### config.mk
export PLATFORM = sky130hd
export DESIGN_NAME = epoch_seconds_to_calendar
export DESIGN_NICKNAME = d
export VERILOG_FILES = /design/src/rtl/esc_pkg.sv /design/src/rtl/esc_ctl.sv /design/src/rtl/esc_split.sv /design/src/rtl/esc_clock.sv /design/src/rtl/esc_civil.sv /design/src/rtl/epoch_seconds_to_calendar.sv
export SDC_FILE = /design/constraint.sdc
export NUM_CORES = 2
export LEC_CHECK = 0
export ABC_AREA = 1
export BUFFER_PORTS_ARGS = -buffer_cell sky130_fd_sc_hd__buf_2
export CAP_MARGIN = 40
export CORE_MARGIN = 3
export CORE_UTILIZATION = 55
export CTS_BUF_LIST = sky130_fd_sc_hd__clkbuf_4 sky130_fd_sc_hd__clkbuf_8
export CTS_CLUSTER_DIAMETER = 60
export DETAILED_ROUTE_END_ITERATION = 10
export PLACE_DENSITY = 0.78
export SKIP_CTS_REPAIR_TIMING = 1
export SLEW_MARGIN = 20
export SYNTH_ARGS = -nofsm -noshare
export SYNTH_HDL_FRONTEND = slang
export SYNTH_SLANG_ARGS = --single-unit
### constraint.sdc
create_clock -name clk -period 8.2 [get_ports clk]
set_clock_uncertainty 0.05 [all_clocks]
set_input_delay 1.23 -clock clk [delete_from_list [all_inputs] [get_ports clk]]
set_output_delay 1.23 -clock clk [all_outputs]
set_load 0.05 [all_outputs]
### src/rtl/esc_pkg.sv
// Package with widths, constants and word types of the epoch seconds to calendar converter.
`default_nettype none

package esc_pkg;

    localparam int SECS_W   = 64;
    localparam int T_W      = 38;
    localparam int DAYS_W   = 22;
    localparam int SOD_W    = 17;
    localparam int ERA_W    = 5;
    localparam int DOE_W    = 18;
    localparam int YOE_W    = 9;
    localparam int DOY_W    = 9;
    localparam int YEAR_W   = 14;
    localparam int MONTH_W  = 4;
    localparam int DAY_W    = 5;
    localparam int HOUR_W   = 5;
    localparam int MINUTE_W = 6;
    localparam int SECOND_W = 6;
    localparam int MINS_W   = 11;

    localparam int EPOCH_YEAR    = 1970;
    localparam int EPOCH_LEAPS   = (EPOCH_YEAR - 1) / 4 - (EPOCH_YEAR - 1) / 100
                                   + (EPOCH_YEAR - 1) / 400;
    localparam int SECS_PER_DAY  = 86400;
    localparam int SECS_PER_MIN  = 60;
    localparam int MINS_PER_HOUR = 60;
    localparam int DAYS_PER_ERA  = 146097;
    localparam int YEARS_PER_ERA = 400;
    localparam int DAYS_PER_YEAR = 365;
    localparam int EPOCH_SHIFT   = 719468;
    localparam int LAST_DOE      = DAYS_PER_ERA - 1;

    // 86400 is 675 shifted left by seven.
    localparam int DAY_LOW_W = 7;
    localparam int DAY_ODD   = SECS_PER_DAY >> DAY_LOW_W;
    localparam int DAY_X_W   = T_W - DAY_LOW_W;
    localparam int DAY_ODD_W = 10;

    // Reciprocals for exact division of bounded values by constants.
    localparam int DAY_SH = 41;
    localparam logic [31:0] RCP_DAY = 32'(((64'd1 << DAY_SH) / 64'(DAY_ODD)) + 64'd1);
    localparam int MIN_SH = 19;
    localparam logic [15:0] RCP_MIN = 16'(((64'd1 << MIN_SH) / 64'd15) + 64'd1);
    localparam int HR_SH = 13;
    localparam logic [9:0] RCP_HR = 10'(((64'd1 << HR_SH) / 64'd15) + 64'd1);
    localparam int ERA_SH = 40;
    localparam logic [22:0] RCP_ERA = 23'(((64'd1 << ERA_SH) / 64'(DAYS_PER_ERA)) + 64'd1);
    localparam int D4Y_SH = 29;
    localparam logic [18:0] RCP_D4Y = 19'(((64'd1 << D4Y_SH) / 64'd1460) + 64'd1);
    localparam int D100Y_SH = 34;
    localparam logic [18:0] RCP_D100Y = 19'(((64'd1 << D100Y_SH) / 64'd36524) + 64'd1);
    localparam int Y365_SH = 27;
    localparam logic [18:0] RCP_Y365 = 19'(((64'd1 << Y365_SH) / 64'd365) + 64'd1);
    localparam int C100_SH = 16;
    localparam logic [9:0] RCP_C100 = 10'(((64'd1 << C100_SH) / 64'd100) + 64'd1);
    localparam int M153_SH = 19;
    localparam logic [11:0] RCP_M153 = 12'(((64'd1 << M153_SH) / 64'd153) + 64'd1);
    localparam int F5_SH = 14;
    localparam logic [11:0] RCP_F5 = 12'(((64'd1 << F5_SH) / 64'd5) + 64'd1);

    typedef struct packed {
        logic [DAYS_W-1:0] days;
        logic [SOD_W-1:0]  sod;
        logic              flag;
    } esc_day_t;

    typedef struct packed {
        logic [HOUR_W-1:0]   hour;
        logic [MINUTE_W-1:0] minute;
        logic [SECOND_W-1:0] second;
        logic                flag;
    } esc_hms_t;

    typedef struct packed {
        logic [DAYS_W-1:0] days;
        esc_hms_t          hms;
    } esc_tod_t;

    typedef struct packed {
        logic [YEAR_W-1:0]  year;
        logic [MONTH_W-1:0] month;
        logic [DAY_W-1:0]   day;
        esc_hms_t           hms;
    } esc_cal_t;

endpackage

`default_nettype wire

### src/rtl/esc_ctl.sv
// Valid and stage enable control of one pipeline segment with per-stage backpressure.
`default_nettype none

module esc_ctl #(
    parameter int STAGES = 3
) (
    input  logic              clk,
    input  logic              rst_n,
    input  logic              in_valid,
    output logic              in_ready,
    output logic              out_valid,
    input  logic              out_ready,
    output logic [STAGES-1:0] en
);

    logic [STAGES-1:0] valid_reg;
    logic [STAGES-1:0] valid_next;

    assign en[STAGES-1] = !valid_reg[STAGES-1] || out_ready;

    for (genvar k = 0; k < STAGES - 1; k++) begin : g_en
        assign en[k] = !valid_reg[k] || en[k+1];
    end

    always_comb
    begin
        valid_next[0] = en[0] ? in_valid : valid_reg[0];
        for (int k = 1; k < STAGES; k++)
        begin
            valid_next[k] = en[k] ? valid_reg[k-1] : valid_reg[k];
        end
    end

    always_ff @(posedge clk or negedge rst_n)
    begin
        if (!rst_n)
        begin
            valid_reg <= '0;
        end
        else
        begin
            valid_reg <= valid_next;
        end
    end

    assign in_ready  = en[0];
    assign out_valid = valid_reg[STAGES-1];

endmodule

`default_nettype wire

### src/rtl/esc_split.sv
// Input clamp and split of the second count into whole days and second of day.
`default_nettype none

module esc_split #(
    parameter int MAX_YEAR = 9999
) (
    input  logic                           clk,
    input  logic                           rst_n,
    input  logic                           in_valid,
    output logic                           in_ready,
    input  logic [esc_pkg::SECS_W-1:0]     in_secs,
    output logic                           out_valid,
    input  logic                           out_ready,
    output esc_pkg::esc_day_t              out_day
);

    localparam int STAGES    = 3;
    localparam int LEAPS_END = MAX_YEAR / 4 - MAX_YEAR / 100 + MAX_YEAR / 400;
    localparam int DAYS_END  = 365 * (MAX_YEAR + 1 - esc_pkg::EPOCH_YEAR) + LEAPS_END
                               - esc_pkg::EPOCH_LEAPS;
    localparam logic [esc_pkg::SECS_W-1:0] LAST =
        64'(DAYS_END) * 64'(esc_pkg::SECS_PER_DAY) - 64'd1;
    localparam int PROD_W = esc_pkg::DAY_X_W + 32;

    logic [STAGES-1:0] en;

    logic [esc_pkg::T_W-1:0]           t_reg;
    logic [esc_pkg::T_W-1:0]           t_next;
    logic                              flag0_reg;
    logic                              flag0_next;
    logic [PROD_W-1:0]                 prod_reg;
    logic [esc_pkg::DAY_X_W-1:0]       x_reg;
    logic [esc_pkg::DAY_LOW_W-1:0]     lo_reg;
    logic                              flag1_reg;
    esc_pkg::esc_day_t                 day_reg;
    esc_pkg::esc_day_t                 day_next;
    logic [esc_pkg::DAYS_W-1:0]        days_q;
    logic [esc_pkg::DAY_X_W-1:0]       rem_wide;

    esc_ctl #(
        .STAGES(STAGES)
    ) u_ctl (
        .clk      (clk),
        .rst_n    (rst_n),
        .in_valid (in_valid),
        .in_ready (in_ready),
        .out_valid(out_valid),
        .out_ready(out_ready),
        .en       (en)
    );

    always_comb
    begin
        priority if (in_secs[esc_pkg::SECS_W-1] || in_secs == '0)
        begin
            t_next     = '0;
            flag0_next = 1'b0;
        end
        else if (in_secs > LAST)
        begin
            t_next     = LAST[esc_pkg::T_W-1:0];
            flag0_next = 1'b1;
        end
        else
        begin
            t_next     = in_secs[esc_pkg::T_W-1:0];
            flag0_next = 1'b0;
        end
    end

    always_comb
    begin
        days_q        = prod_reg[PROD_W-1:esc_pkg::DAY_SH];
        rem_wide      = x_reg - esc_pkg::DAY_X_W'(days_q) * esc_pkg::DAY_X_W'(esc_pkg::DAY_ODD);
        day_next.days = days_q;
        day_next.sod  = {rem_wide[esc_pkg::DAY_ODD_W-1:0], lo_reg};
        day_next.flag = flag1_reg;
    end

    always_ff @(posedge clk)
    begin
        if (en[0])
        begin
            t_reg     <= t_next;
            flag0_reg <= flag0_next;
        end
        if (en[1])
        begin
            prod_reg  <= PROD_W'(t_reg[esc_pkg::T_W-1:esc_pkg::DAY_LOW_W])
                         * PROD_W'(esc_pkg::RCP_DAY);
            x_reg     <= t_reg[esc_pkg::T_W-1:esc_pkg::DAY_LOW_W];
            lo_reg    <= t_reg[esc_pkg::DAY_LOW_W-1:0];
            flag1_reg <= flag0_reg;
        end
        if (en[2])
        begin
            day_reg <= day_next;
        end
    end

    assign out_day = day_reg;

endmodule

`default_nettype wire

### src/rtl/esc_clock.sv
// Split of the second of day into hour, minute and second.
`default_nettype none

module esc_clock (
    input  logic              clk,
    input  logic              rst_n,
    input  logic              in_valid,
    output logic              in_ready,
    input  esc_pkg::esc_day_t in_day,
    output logic              out_valid,
    input  logic              out_ready,
    output esc_pkg::esc_tod_t out_tod
);

    localparam int STAGES = 4;

    logic [STAGES-1:0] en;

    logic [30:0]                     pm_reg;
    esc_pkg::esc_day_t               d0_reg;
    logic [esc_pkg::MINS_W-1:0]      mins1_reg;
    logic [esc_pkg::SECOND_W-1:0]    sec1_reg;
    logic [esc_pkg::DAYS_W-1:0]      days1_reg;
    logic                            flag1_reg;
    logic [18:0]                     ph_reg;
    logic [esc_pkg::MINS_W-1:0]      mins2_reg;
    logic [esc_pkg::SECOND_W-1:0]    sec2_reg;
    logic [esc_pkg::DAYS_W-1:0]      days2_reg;
    logic                            flag2_reg;
    esc_pkg::esc_tod_t               tod_reg;
    esc_pkg::esc_tod_t               tod_next;
    logic [esc_pkg::MINS_W-1:0]      mins_q;
    logic [esc_pkg::SOD_W-1:0]       sec_wide;
    logic [esc_pkg::MINS_W-1:0]      min_wide;

    esc_ctl #(
        .STAGES(STAGES)
    ) u_ctl (
        .clk      (clk),
        .rst_n    (rst_n),
        .in_valid (in_valid),
        .in_ready (in_ready),
        .out_valid(out_valid),
        .out_ready(out_ready),
        .en       (en)
    );

    always_comb
    begin
        mins_q   = pm_reg[esc_pkg::MIN_SH+esc_pkg::MINS_W-1:esc_pkg::MIN_SH];
        sec_wide = d0_reg.sod - esc_pkg::SOD_W'(mins_q) * esc_pkg::SOD_W'(esc_pkg::SECS_PER_MIN);
    end

    always_comb
    begin
        tod_next.days       = days2_reg;
        tod_next.hms.hour   = ph_reg[esc_pkg::HR_SH+esc_pkg::HOUR_W-1:esc_pkg::HR_SH];
        min_wide            = mins2_reg - esc_pkg::MINS_W'(tod_next.hms.hour)
                              * esc_pkg::MINS_W'(esc_pkg::MINS_PER_HOUR);
        tod_next.hms.minute = min_wide[esc_pkg::MINUTE_W-1:0];
        tod_next.hms.second = sec2_reg;
        tod_next.hms.flag   = flag2_reg;
    end

    always_ff @(posedge clk)
    begin
        if (en[0])
        begin
            pm_reg <= 31'(in_day.sod[esc_pkg::SOD_W-1:2]) * 31'(esc_pkg::RCP_MIN);
            d0_reg <= in_day;
        end
        if (en[1])
        begin
            mins1_reg <= mins_q;
            sec1_reg  <= sec_wide[esc_pkg::SECOND_W-1:0];
            days1_reg <= d0_reg.days;
            flag1_reg <= d0_reg.flag;
        end
        if (en[2])
        begin
            ph_reg    <= 19'(mins1_reg[esc_pkg::MINS_W-1:2]) * 19'(esc_pkg::RCP_HR);
            mins2_reg <= mins1_reg;
            sec2_reg  <= sec1_reg;
            days2_reg <= days1_reg;
            flag2_reg <= flag1_reg;
        end
        if (en[3])
        begin
            tod_reg <= tod_next;
        end
    end

    assign out_tod = tod_reg;

endmodule

`default_nettype wire

### src/rtl/esc_civil.sv
// Conversion of a day count since the epoch into Gregorian year, month and day.
`default_nettype none

module esc_civil (
    input  logic              clk,
    input  logic              rst_n,
    input  logic              in_valid,
    output logic              in_ready,
    input  esc_pkg::esc_tod_t in_tod,
    output logic              out_valid,
    input  logic              out_ready,
    output esc_pkg::esc_cal_t out_cal
);

    localparam int STAGES = 11;

    logic [STAGES-1:0] en;

    esc_pkg::esc_hms_t              hms_reg [STAGES-1];
    logic [esc_pkg::DAYS_W-1:0]     z0_next;
    logic [44:0]                    pe0_reg;
    logic [esc_pkg::DAYS_W-1:0]     z0_reg;
    logic [esc_pkg::ERA_W-1:0]      era1_reg;
    logic [esc_pkg::DOE_W-1:0]      doe1_reg;
    logic [esc_pkg::ERA_W-1:0]      era_q;
    logic [esc_pkg::DAYS_W-1:0]     doe_wide;
    logic [36:0]                    pa2_reg;
    logic [36:0]                    pb2_reg;
    logic                           c2_reg;
    logic [esc_pkg::DOE_W-1:0]      doe2_reg;
    logic [esc_pkg::ERA_W-1:0]      era2_reg;
    logic [esc_pkg::DOE_W-1:0]      x3_reg;
    logic [esc_pkg::DOE_W-1:0]      doe3_reg;
    logic [esc_pkg::ERA_W-1:0]      era3_reg;
    logic [36:0]                    py4_reg;
    logic [esc_pkg::DOE_W-1:0]      doe4_reg;
    logic [esc_pkg::ERA_W-1:0]      era4_reg;
    logic [esc_pkg::YOE_W-1:0]      yoe_q;
    logic [esc_pkg::YOE_W-1:0]      yoe5_reg;
    logic [18:0]                    p100_5_reg;
    logic [esc_pkg::YEAR_W-1:0]     ybase5_reg;
    logic [esc_pkg::DOE_W-1:0]      doe5_reg;
    logic [esc_pkg::DOE_W-1:0]      ystart;
    logic [esc_pkg::DOE_W-1:0]      doy_wide;
    logic [esc_pkg::DOY_W-1:0]      doy6_reg;
    logic [esc_pkg::YEAR_W-1:0]     ybase6_reg;
    logic [22:0]                    pm7_reg;
    logic [esc_pkg::DOY_W-1:0]      doy7_reg;
    logic [esc_pkg::YEAR_W-1:0]     ybase7_reg;
    logic [esc_pkg::MONTH_W-1:0]    mp8_reg;
    logic [10:0]                    q8_reg;
    logic [esc_pkg::DOY_W-1:0]      doy8_reg;
    logic [esc_pkg::YEAR_W-1:0]     ybase8_reg;
    logic [22:0]                    p5_9_reg;
    logic [esc_pkg::MONTH_W-1:0]    mp9_reg;
    logic [esc_pkg::DOY_W-1:0]      doy9_reg;
    logic [esc_pkg::YEAR_W-1:0]     ybase9_reg;
    logic [esc_pkg::DOY_W-1:0]      day_wide;
    esc_pkg::esc_cal_t              cal_reg;
    esc_pkg::esc_cal_t              cal_next;

    esc_ctl #(
        .STAGES(STAGES)
    ) u_ctl (
        .clk      (clk),
        .rst_n    (rst_n),
        .in_valid (in_valid),
        .in_ready (in_ready),
        .out_valid(out_valid),
        .out_ready(out_ready),
        .en       (en)
    );

    always_comb
    begin
        z0_next  = in_tod.days + esc_pkg::DAYS_W'(esc_pkg::EPOCH_SHIFT);
        era_q    = pe0_reg[esc_pkg::ERA_SH+esc_pkg::ERA_W-1:esc_pkg::ERA_SH];
        doe_wide = z0_reg - esc_pkg::DAYS_W'(era_q) * esc_pkg::DAYS_W'(esc_pkg::DAYS_PER_ERA);
        yoe_q    = py4_reg[esc_pkg::Y365_SH+esc_pkg::YOE_W-1:esc_pkg::Y365_SH];
        ystart   = esc_pkg::DOE_W'(yoe5_reg) * esc_pkg::DOE_W'(esc_pkg::DAYS_PER_YEAR)
                   + esc_pkg::DOE_W'(yoe5_reg >> 2)
                   - esc_pkg::DOE_W'(p100_5_reg[18:esc_pkg::C100_SH]);
        doy_wide = doe5_reg - ystart;
    end

    always_comb
    begin
        day_wide = doy9_reg - p5_9_reg[22:esc_pkg::F5_SH] + esc_pkg::DOY_W'(1);
        cal_next.day = day_wide[esc_pkg::DAY_W-1:0];
        if (mp9_reg < esc_pkg::MONTH_W'(10))
        begin
            cal_next.month = mp9_reg + esc_pkg::MONTH_W'(3);
        end
        else
        begin
            cal_next.month = mp9_reg - esc_pkg::MONTH_W'(9);
        end
        cal_next.year = ybase9_reg + esc_pkg::YEAR_W'(cal_next.month <= esc_pkg::MONTH_W'(2));
        cal_next.hms  = hms_reg[STAGES-2];
    end

    always_ff @(posedge clk)
    begin
        if (en[0])
        begin
            hms_reg[0] <= in_tod.hms;
            pe0_reg    <= 45'(z0_next) * 45'(esc_pkg::RCP_ERA);
            z0_reg     <= z0_next;
        end
        for (int k = 1; k < STAGES - 1; k++)
        begin
            if (en[k])
            begin
                hms_reg[k] <= hms_reg[k-1];
            end
        end
        if (en[1])
        begin
            era1_reg <= era_q;
            doe1_reg <= doe_wide[esc_pkg::DOE_W-1:0];
        end
        if (en[2])
        begin
            pa2_reg  <= 37'(doe1_reg) * 37'(esc_pkg::RCP_D4Y);
            pb2_reg  <= 37'(doe1_reg) * 37'(esc_pkg::RCP_D100Y);
            c2_reg   <= doe1_reg == esc_pkg::DOE_W'(esc_pkg::LAST_DOE);
            doe2_reg <= doe1_reg;
            era2_reg <= era1_reg;
        end
        if (en[3])
        begin
            x3_reg   <= doe2_reg + esc_pkg::DOE_W'(pb2_reg[36:esc_pkg::D100Y_SH])
                        - esc_pkg::DOE_W'(pa2_reg[36:esc_pkg::D4Y_SH])
                        - esc_pkg::DOE_W'(c2_reg);
            doe3_reg <= doe2_reg;
            era3_reg <= era2_reg;
        end
        if (en[4])
        begin
            py4_reg  <= 37'(x3_reg) * 37'(esc_pkg::RCP_Y365);
            doe4_reg <= doe3_reg;
            era4_reg <= era3_reg;
        end
        if (en[5])
        begin
            yoe5_reg   <= yoe_q;
            p100_5_reg <= 19'(yoe_q) * 19'(esc_pkg::RCP_C100);
            ybase5_reg <= esc_pkg::YEAR_W'(yoe_q) + esc_pkg::YEAR_W'(era4_reg)
                          * esc_pkg::YEAR_W'(esc_pkg::YEARS_PER_ERA);
            doe5_reg   <= doe4_reg;
        end
        if (en[6])
        begin
            doy6_reg   <= doy_wide[esc_pkg::DOY_W-1:0];
            ybase6_reg <= ybase5_reg;
        end
        if (en[7])
        begin
            pm7_reg    <= (23'(doy6_reg) * 23'd5 + 23'd2) * 23'(esc_pkg::RCP_M153);
            doy7_reg   <= doy6_reg;
            ybase7_reg <= ybase6_reg;
        end
        if (en[8])
        begin
            mp8_reg    <= pm7_reg[esc_pkg::M153_SH+esc_pkg::MONTH_W-1:esc_pkg::M153_SH];
            q8_reg     <= 11'(pm7_reg[esc_pkg::M153_SH+esc_pkg::MONTH_W-1:esc_pkg::M153_SH])
                          * 11'd153 + 11'd2;
            doy8_reg   <= doy7_reg;
            ybase8_reg <= ybase7_reg;
        end
        if (en[9])
        begin
            p5_9_reg   <= 23'(q8_reg) * 23'(esc_pkg::RCP_F5);
            mp9_reg    <= mp8_reg;
            doy9_reg   <= doy8_reg;
            ybase9_reg <= ybase8_reg;
        end
        if (en[10])
        begin
            cal_reg <= cal_next;
        end
    end

    assign out_cal = cal_reg;

endmodule

`default_nettype wire

### src/rtl/epoch_seconds_to_calendar.sv
// Top level of the epoch seconds to Gregorian calendar converter.
//
// The input stream carries one signed 64-bit count of seconds since
// 1970-01-01 00:00:00 per word. The output stream gives one word per input
// word, in order, with year, month, day, hour, minute and second in tdata and
// the out-of-range flag in tuser. Zero and negative counts give the epoch
// itself; counts past the last second of year MAX_YEAR give that second with
// the flag set.
// The datapath is an 18-stage pipeline: 3 stages clamp the count and divide it
// into days and second of day, 4 split the second of day, and 11 turn the day
// count into a date. Each stage holds about one constant multiplication.
// One word can be accepted in every cycle unless the pipeline is full and the
// receiver stalls. Every stage has its own valid bit and moves on whenever
// the next one is empty or moving, so empty stages fill up while the receiver
// stalls and the input is held off only when all 18 stages are full.
// A stalled output word holds its value until it is taken.
// Reset empties the pipeline; there is no other state.
`default_nettype none

module epoch_seconds_to_calendar #(
    parameter int MAX_YEAR = 9999
) (
    input  logic        clk,
    input  logic        rst_n,
    input  logic        s_axis_tvalid,
    output logic        s_axis_tready,
    input  logic [63:0] s_axis_tdata,   // epoch_seconds
    output logic        m_axis_tvalid,
    input  logic        m_axis_tready,
    output logic [39:0] m_axis_tdata,   // year, month, day, hour, minute, second
    output logic        m_axis_tuser    // out_of_range
);

    logic              day_valid;
    logic              day_ready;
    esc_pkg::esc_day_t day_word;
    logic              tod_valid;
    logic              tod_ready;
    esc_pkg::esc_tod_t tod_word;
    esc_pkg::esc_cal_t cal_word;

    esc_split #(
        .MAX_YEAR(MAX_YEAR)
    ) u_split (
        .clk      (clk),
        .rst_n    (rst_n),
        .in_valid (s_axis_tvalid),
        .in_ready (s_axis_tready),
        .in_secs  (s_axis_tdata),
        .out_valid(day_valid),
        .out_ready(day_ready),
        .out_day  (day_word)
    );

    esc_clock u_clock (
        .clk      (clk),
        .rst_n    (rst_n),
        .in_valid (day_valid),
        .in_ready (day_ready),
        .in_day   (day_word),
        .out_valid(tod_valid),
        .out_ready(tod_ready),
        .out_tod  (tod_word)
    );

    esc_civil u_civil (
        .clk      (clk),
        .rst_n    (rst_n),
        .in_valid (tod_valid),
        .in_ready (tod_ready),
        .in_tod   (tod_word),
        .out_valid(m_axis_tvalid),
        .out_ready(m_axis_tready),
        .out_cal  (cal_word)
    );

    assign m_axis_tdata = {cal_word.hms.second, cal_word.hms.minute, cal_word.hms.hour,
                           cal_word.day, cal_word.month, cal_word.year};
    assign m_axis_tuser = cal_word.hms.flag;

endmodule

`default_nettype wire

==> impl_summary.md <==
Drt
After detailed routing, the wire length on met1 is 75,100 µm. Detailed routing placed a total of 88,100 µm of wire on met2. The routed wire length is 178,000 µm. The routed length on met3 is 8530 µm. The detail route stage leaves a number of antenna-violating nets equal to 0. The first-pass iteration count of the detailed router is 7. In the final routed layout, each cell accounts on average for 18.5 µm. The number of DRC markers in iteration 0 is 2,884. The number of vias per cell after detailed routing is 5.30. The remaining routing DRC violations is 0. The via count is 51,062. The top layer reached by signal wires is met4.

Timing
Measured against its own limit, the worst slew margin works out to 44.7%. The final period demand of the worst path is 7.68 ns. The final setup TNS is 0 ns.

Derived from the worst setup path, the maximum achievable clock frequency is 130 MHz. The transition time at the pin with the least slew margin is 0.830 ns. The number of endpoints failing setup at the final stage is 0. The final-report hold violation count is 0.

The part of the cycle the worst path needs is 93.7%. Setup repair after global routing left no endpoint under its margin. The number of max-slew violations in the final report was 0.

Global route
The number of antenna violations at the first check in global routing is 4. In the global route stage, overall resource usage came out at 24.4%. The first global-routing pass estimated 289,000 µm of wire. The total overflow left after global routing is 0.

The maximum number of pins on one net before global-route repair is 54. The via count of the first global-routing pass came to 55,126.

Logic synthesis
After synthesis, the cell types taking the most area are sky130_fd_sc_hd__edfxtp_1 (29%), sky130_fd_sc_hd__ha_1 (24%), sky130_fd_sc_hd__fa_1 (24%). Sequential cells were found to cover 29.5% of the synthesized design area. The number of flip-flops and latches in the synthesized netlist is 793.

The share of synthesized area in the top cell type comes to 29.0%. In the synthesized netlist the async set-or-reset flop fraction comes to 2.27%. For this run, the number of Yosys warnings is 0. The average instance in the mapped netlist occupies 10.9 µm².

The instance count of the mapped netlist is 7,334. Yosys mapped a number of flops with a built-in enable equal to 775. The commonest cells after synthesis are sky130_fd_sc_hd__inv_1 (1,882), sky130_fd_sc_hd__ha_1 (1,535), sky130_fd_sc_hd__fa_1 (944), sky130_fd_sc_hd__edfxtp_1 (775), sky130_fd_sc_hd__nand2_1 (652). In the synthesized netlist the dominant register cell turns out to be sky130_fd_sc_hd__edfxtp_1.

In the post-synthesis netlist, the cell with the most instances is sky130_fd_sc_hd__inv_1. Synthesis produced a netlist with a net count of 9,881. Synthesis instantiated 52 different standard cells from the library. sky130_fd_sc_hd__edfxtp_1 takes more of the synthesized area than any other cell. The mapped cell area is 80,300 µm².

Critical path
Among all stages on the critical path, the largest delay is contributed by sky130_fd_sc_hd__fa_1. The maximum fanout along the worst path is 8. The critical path in this run is classified as reg -> reg. The largest single stage delay on the critical path is 0.55 ns. STA classifies the critical path endpoint as a flop.

For the worst setup path, the data arrival time is 8.22 ns. Among the stages of the critical path, the cell type that occurs most often is sky130_fd_sc_hd__inv_1. STA classifies the critical path startpoint as a flop. In this design, the largest share of critical-path delay is due to adder cells. The number of buffers and inverters on the critical path is 6. The required time at the worst-slack endpoint is 8.74 ns.

Floorplan
The row count is 139. The effective utilization at floorplan is 55.6%. After floorplanning, the core was sized to cover 144,000 µm². The die covers 151,000 µm². The number of top-level design ports is 111.

The floorplan step set the die width to 388 µm. Measured along the y axis, the die boundary spans 388 µm.

Clock tree
The CTS tree is done. Clock tree synthesis inserted a total of 135 buffers. The later pin in the worst-skew pair is clocked with a latency of 0.84 ns. The H-tree generated during clock tree synthesis spans 4 levels.

The clock root buffer is sky130_fd_sc_hd__clkbuf_8. After clock tree synthesis, the clock-pin slew on the worst setup and hold paths is 0.06 ns. The count of clock tree sinks is 793. In this run the deepest clock path goes through 3 buffers.

Placement
The count of buffers from port buffering is 110. The congestion estimate from routability-driven global placement came to 0.997. Summed over all nets, the half-perimeter wirelength after detailed placement is 152,000 µm.

Final layout
The net count of the finished layout is 10,168. The register with the most flip-flops in the layout has 180 of them. The area growth from synthesis to layout is 7.77%. The fraction of layout instances using a drive strength above 1 is 5.50%.

Hold path
The worst hold path belongs to the class in -> async.

Flow run
The reported max-cap violation count is 0.

Status
The flow ran to the end, and the final reports show no timing, DRC or antenna violations.
-- cell families after synthesis --
group,count (synthesis),synth area share [%]
AOI/OAI and AO/OA,687,4.86
xor gates and xnor gates,236,2.60
DFF,793,29.5
buffers and inverters,1889,8.84
and+or+nand+nor,1250,6.70
adders and majority gates,2479,47.5
-- layout by cell type, fill, tap and decap left out, types with 110 or more instances in the layout --
master / count
sky130_fd_sc_hd__ha_1: 1535
sky130_fd_sc_hd__nor2_1: 284
sky130_fd_sc_hd__fa_1: 944
sky130_fd_sc_hd__xor2_1: 143
sky130_fd_sc_hd__o21ai_0: 182
sky130_fd_sc_hd__nand2_1: 647
sky130_fd_sc_hd__inv_1: 1878
sky130_fd_sc_hd__a21oi_1: 317
sky130_fd_sc_hd__buf_2: 110
sky130_fd_sc_hd__edfxtp_1: 775
sky130_fd_sc_hd__nand3_1: 116
sky130_fd_sc_hd__clkbuf_8: 136
-- through the flow --
| stage | setup WS (ns) | cell area (µm²) | instances | util [%] | hold slack, ns |
|---|---|---|---|---|---|
| CTS | 0.455 | 86500 | 9630 | 59.9 | 0.221 |
| global placement | 0.662 | 83500 | 9378 | 57.8 | 0.350 |
| global route | 0.000531 | 86500 | 9634 | 59.9 | 0.260 |
| detailed placement | 0.497 | 83600 | 9386 | 57.9 | 0.355 |
| floorplan | 1.15 | 80300 | 7334 | - | 0.350 |
| finish | 0.519 | 86500 | 9635 | 60.0 | 0.301 |
-- routing by layer --
| layer | global-route usage, % | vias to the layer above |
|---|---|---|
| met5 | 0 | - |
| met4 | 8.87 | 0 |
| met3 | 3.45 | 342 |
| met2 | 42.3 | 1294 |
| met1 | 31.3 | 25125 |
| li1 | - | 24301 |
-- worst paths after layout --
path / startpoint / endpoint / slack [ns] / depth (start not counted)
max: u_clock.out_tod[20] / u_civil.pe0_reg[41] / 0.52 / 31
min reg2reg: u_civil.doe3_reg[2] / u_civil.doe4_reg[2] / 0.32 / 0
max in group asynchronous: rst_n / u_civil.u_ctl.valid_reg[2] / 7.42 / 1
max reg2reg: u_clock.out_tod[20] / u_civil.pe0_reg[41] / 0.52 / 31
min in group clk: u_civil.doe3_reg[2] / u_civil.doe4_reg[2] / 0.32 / 0
min: rst_n / u_civil.u_ctl.valid_reg[7] / 0.30 / 1
-- layout make-up --
cell class                      instances  area (µm²)
Fill cell                           11632       57800
Multi-Input combinational cell       4652       49500
Sequential cell                       793       23700
Inverter                             1883        7070
Tap cell                             1903        2380
Clock buffer                          179        2190
Timing Repair Buffer                  156         998
Clock inverter                         65         668
Antenna cell                            4        10.0
Power is left out: the tool's default activity adds up to more than one toggle a clock period on the data nets, which glitch-free logic cannot reach.
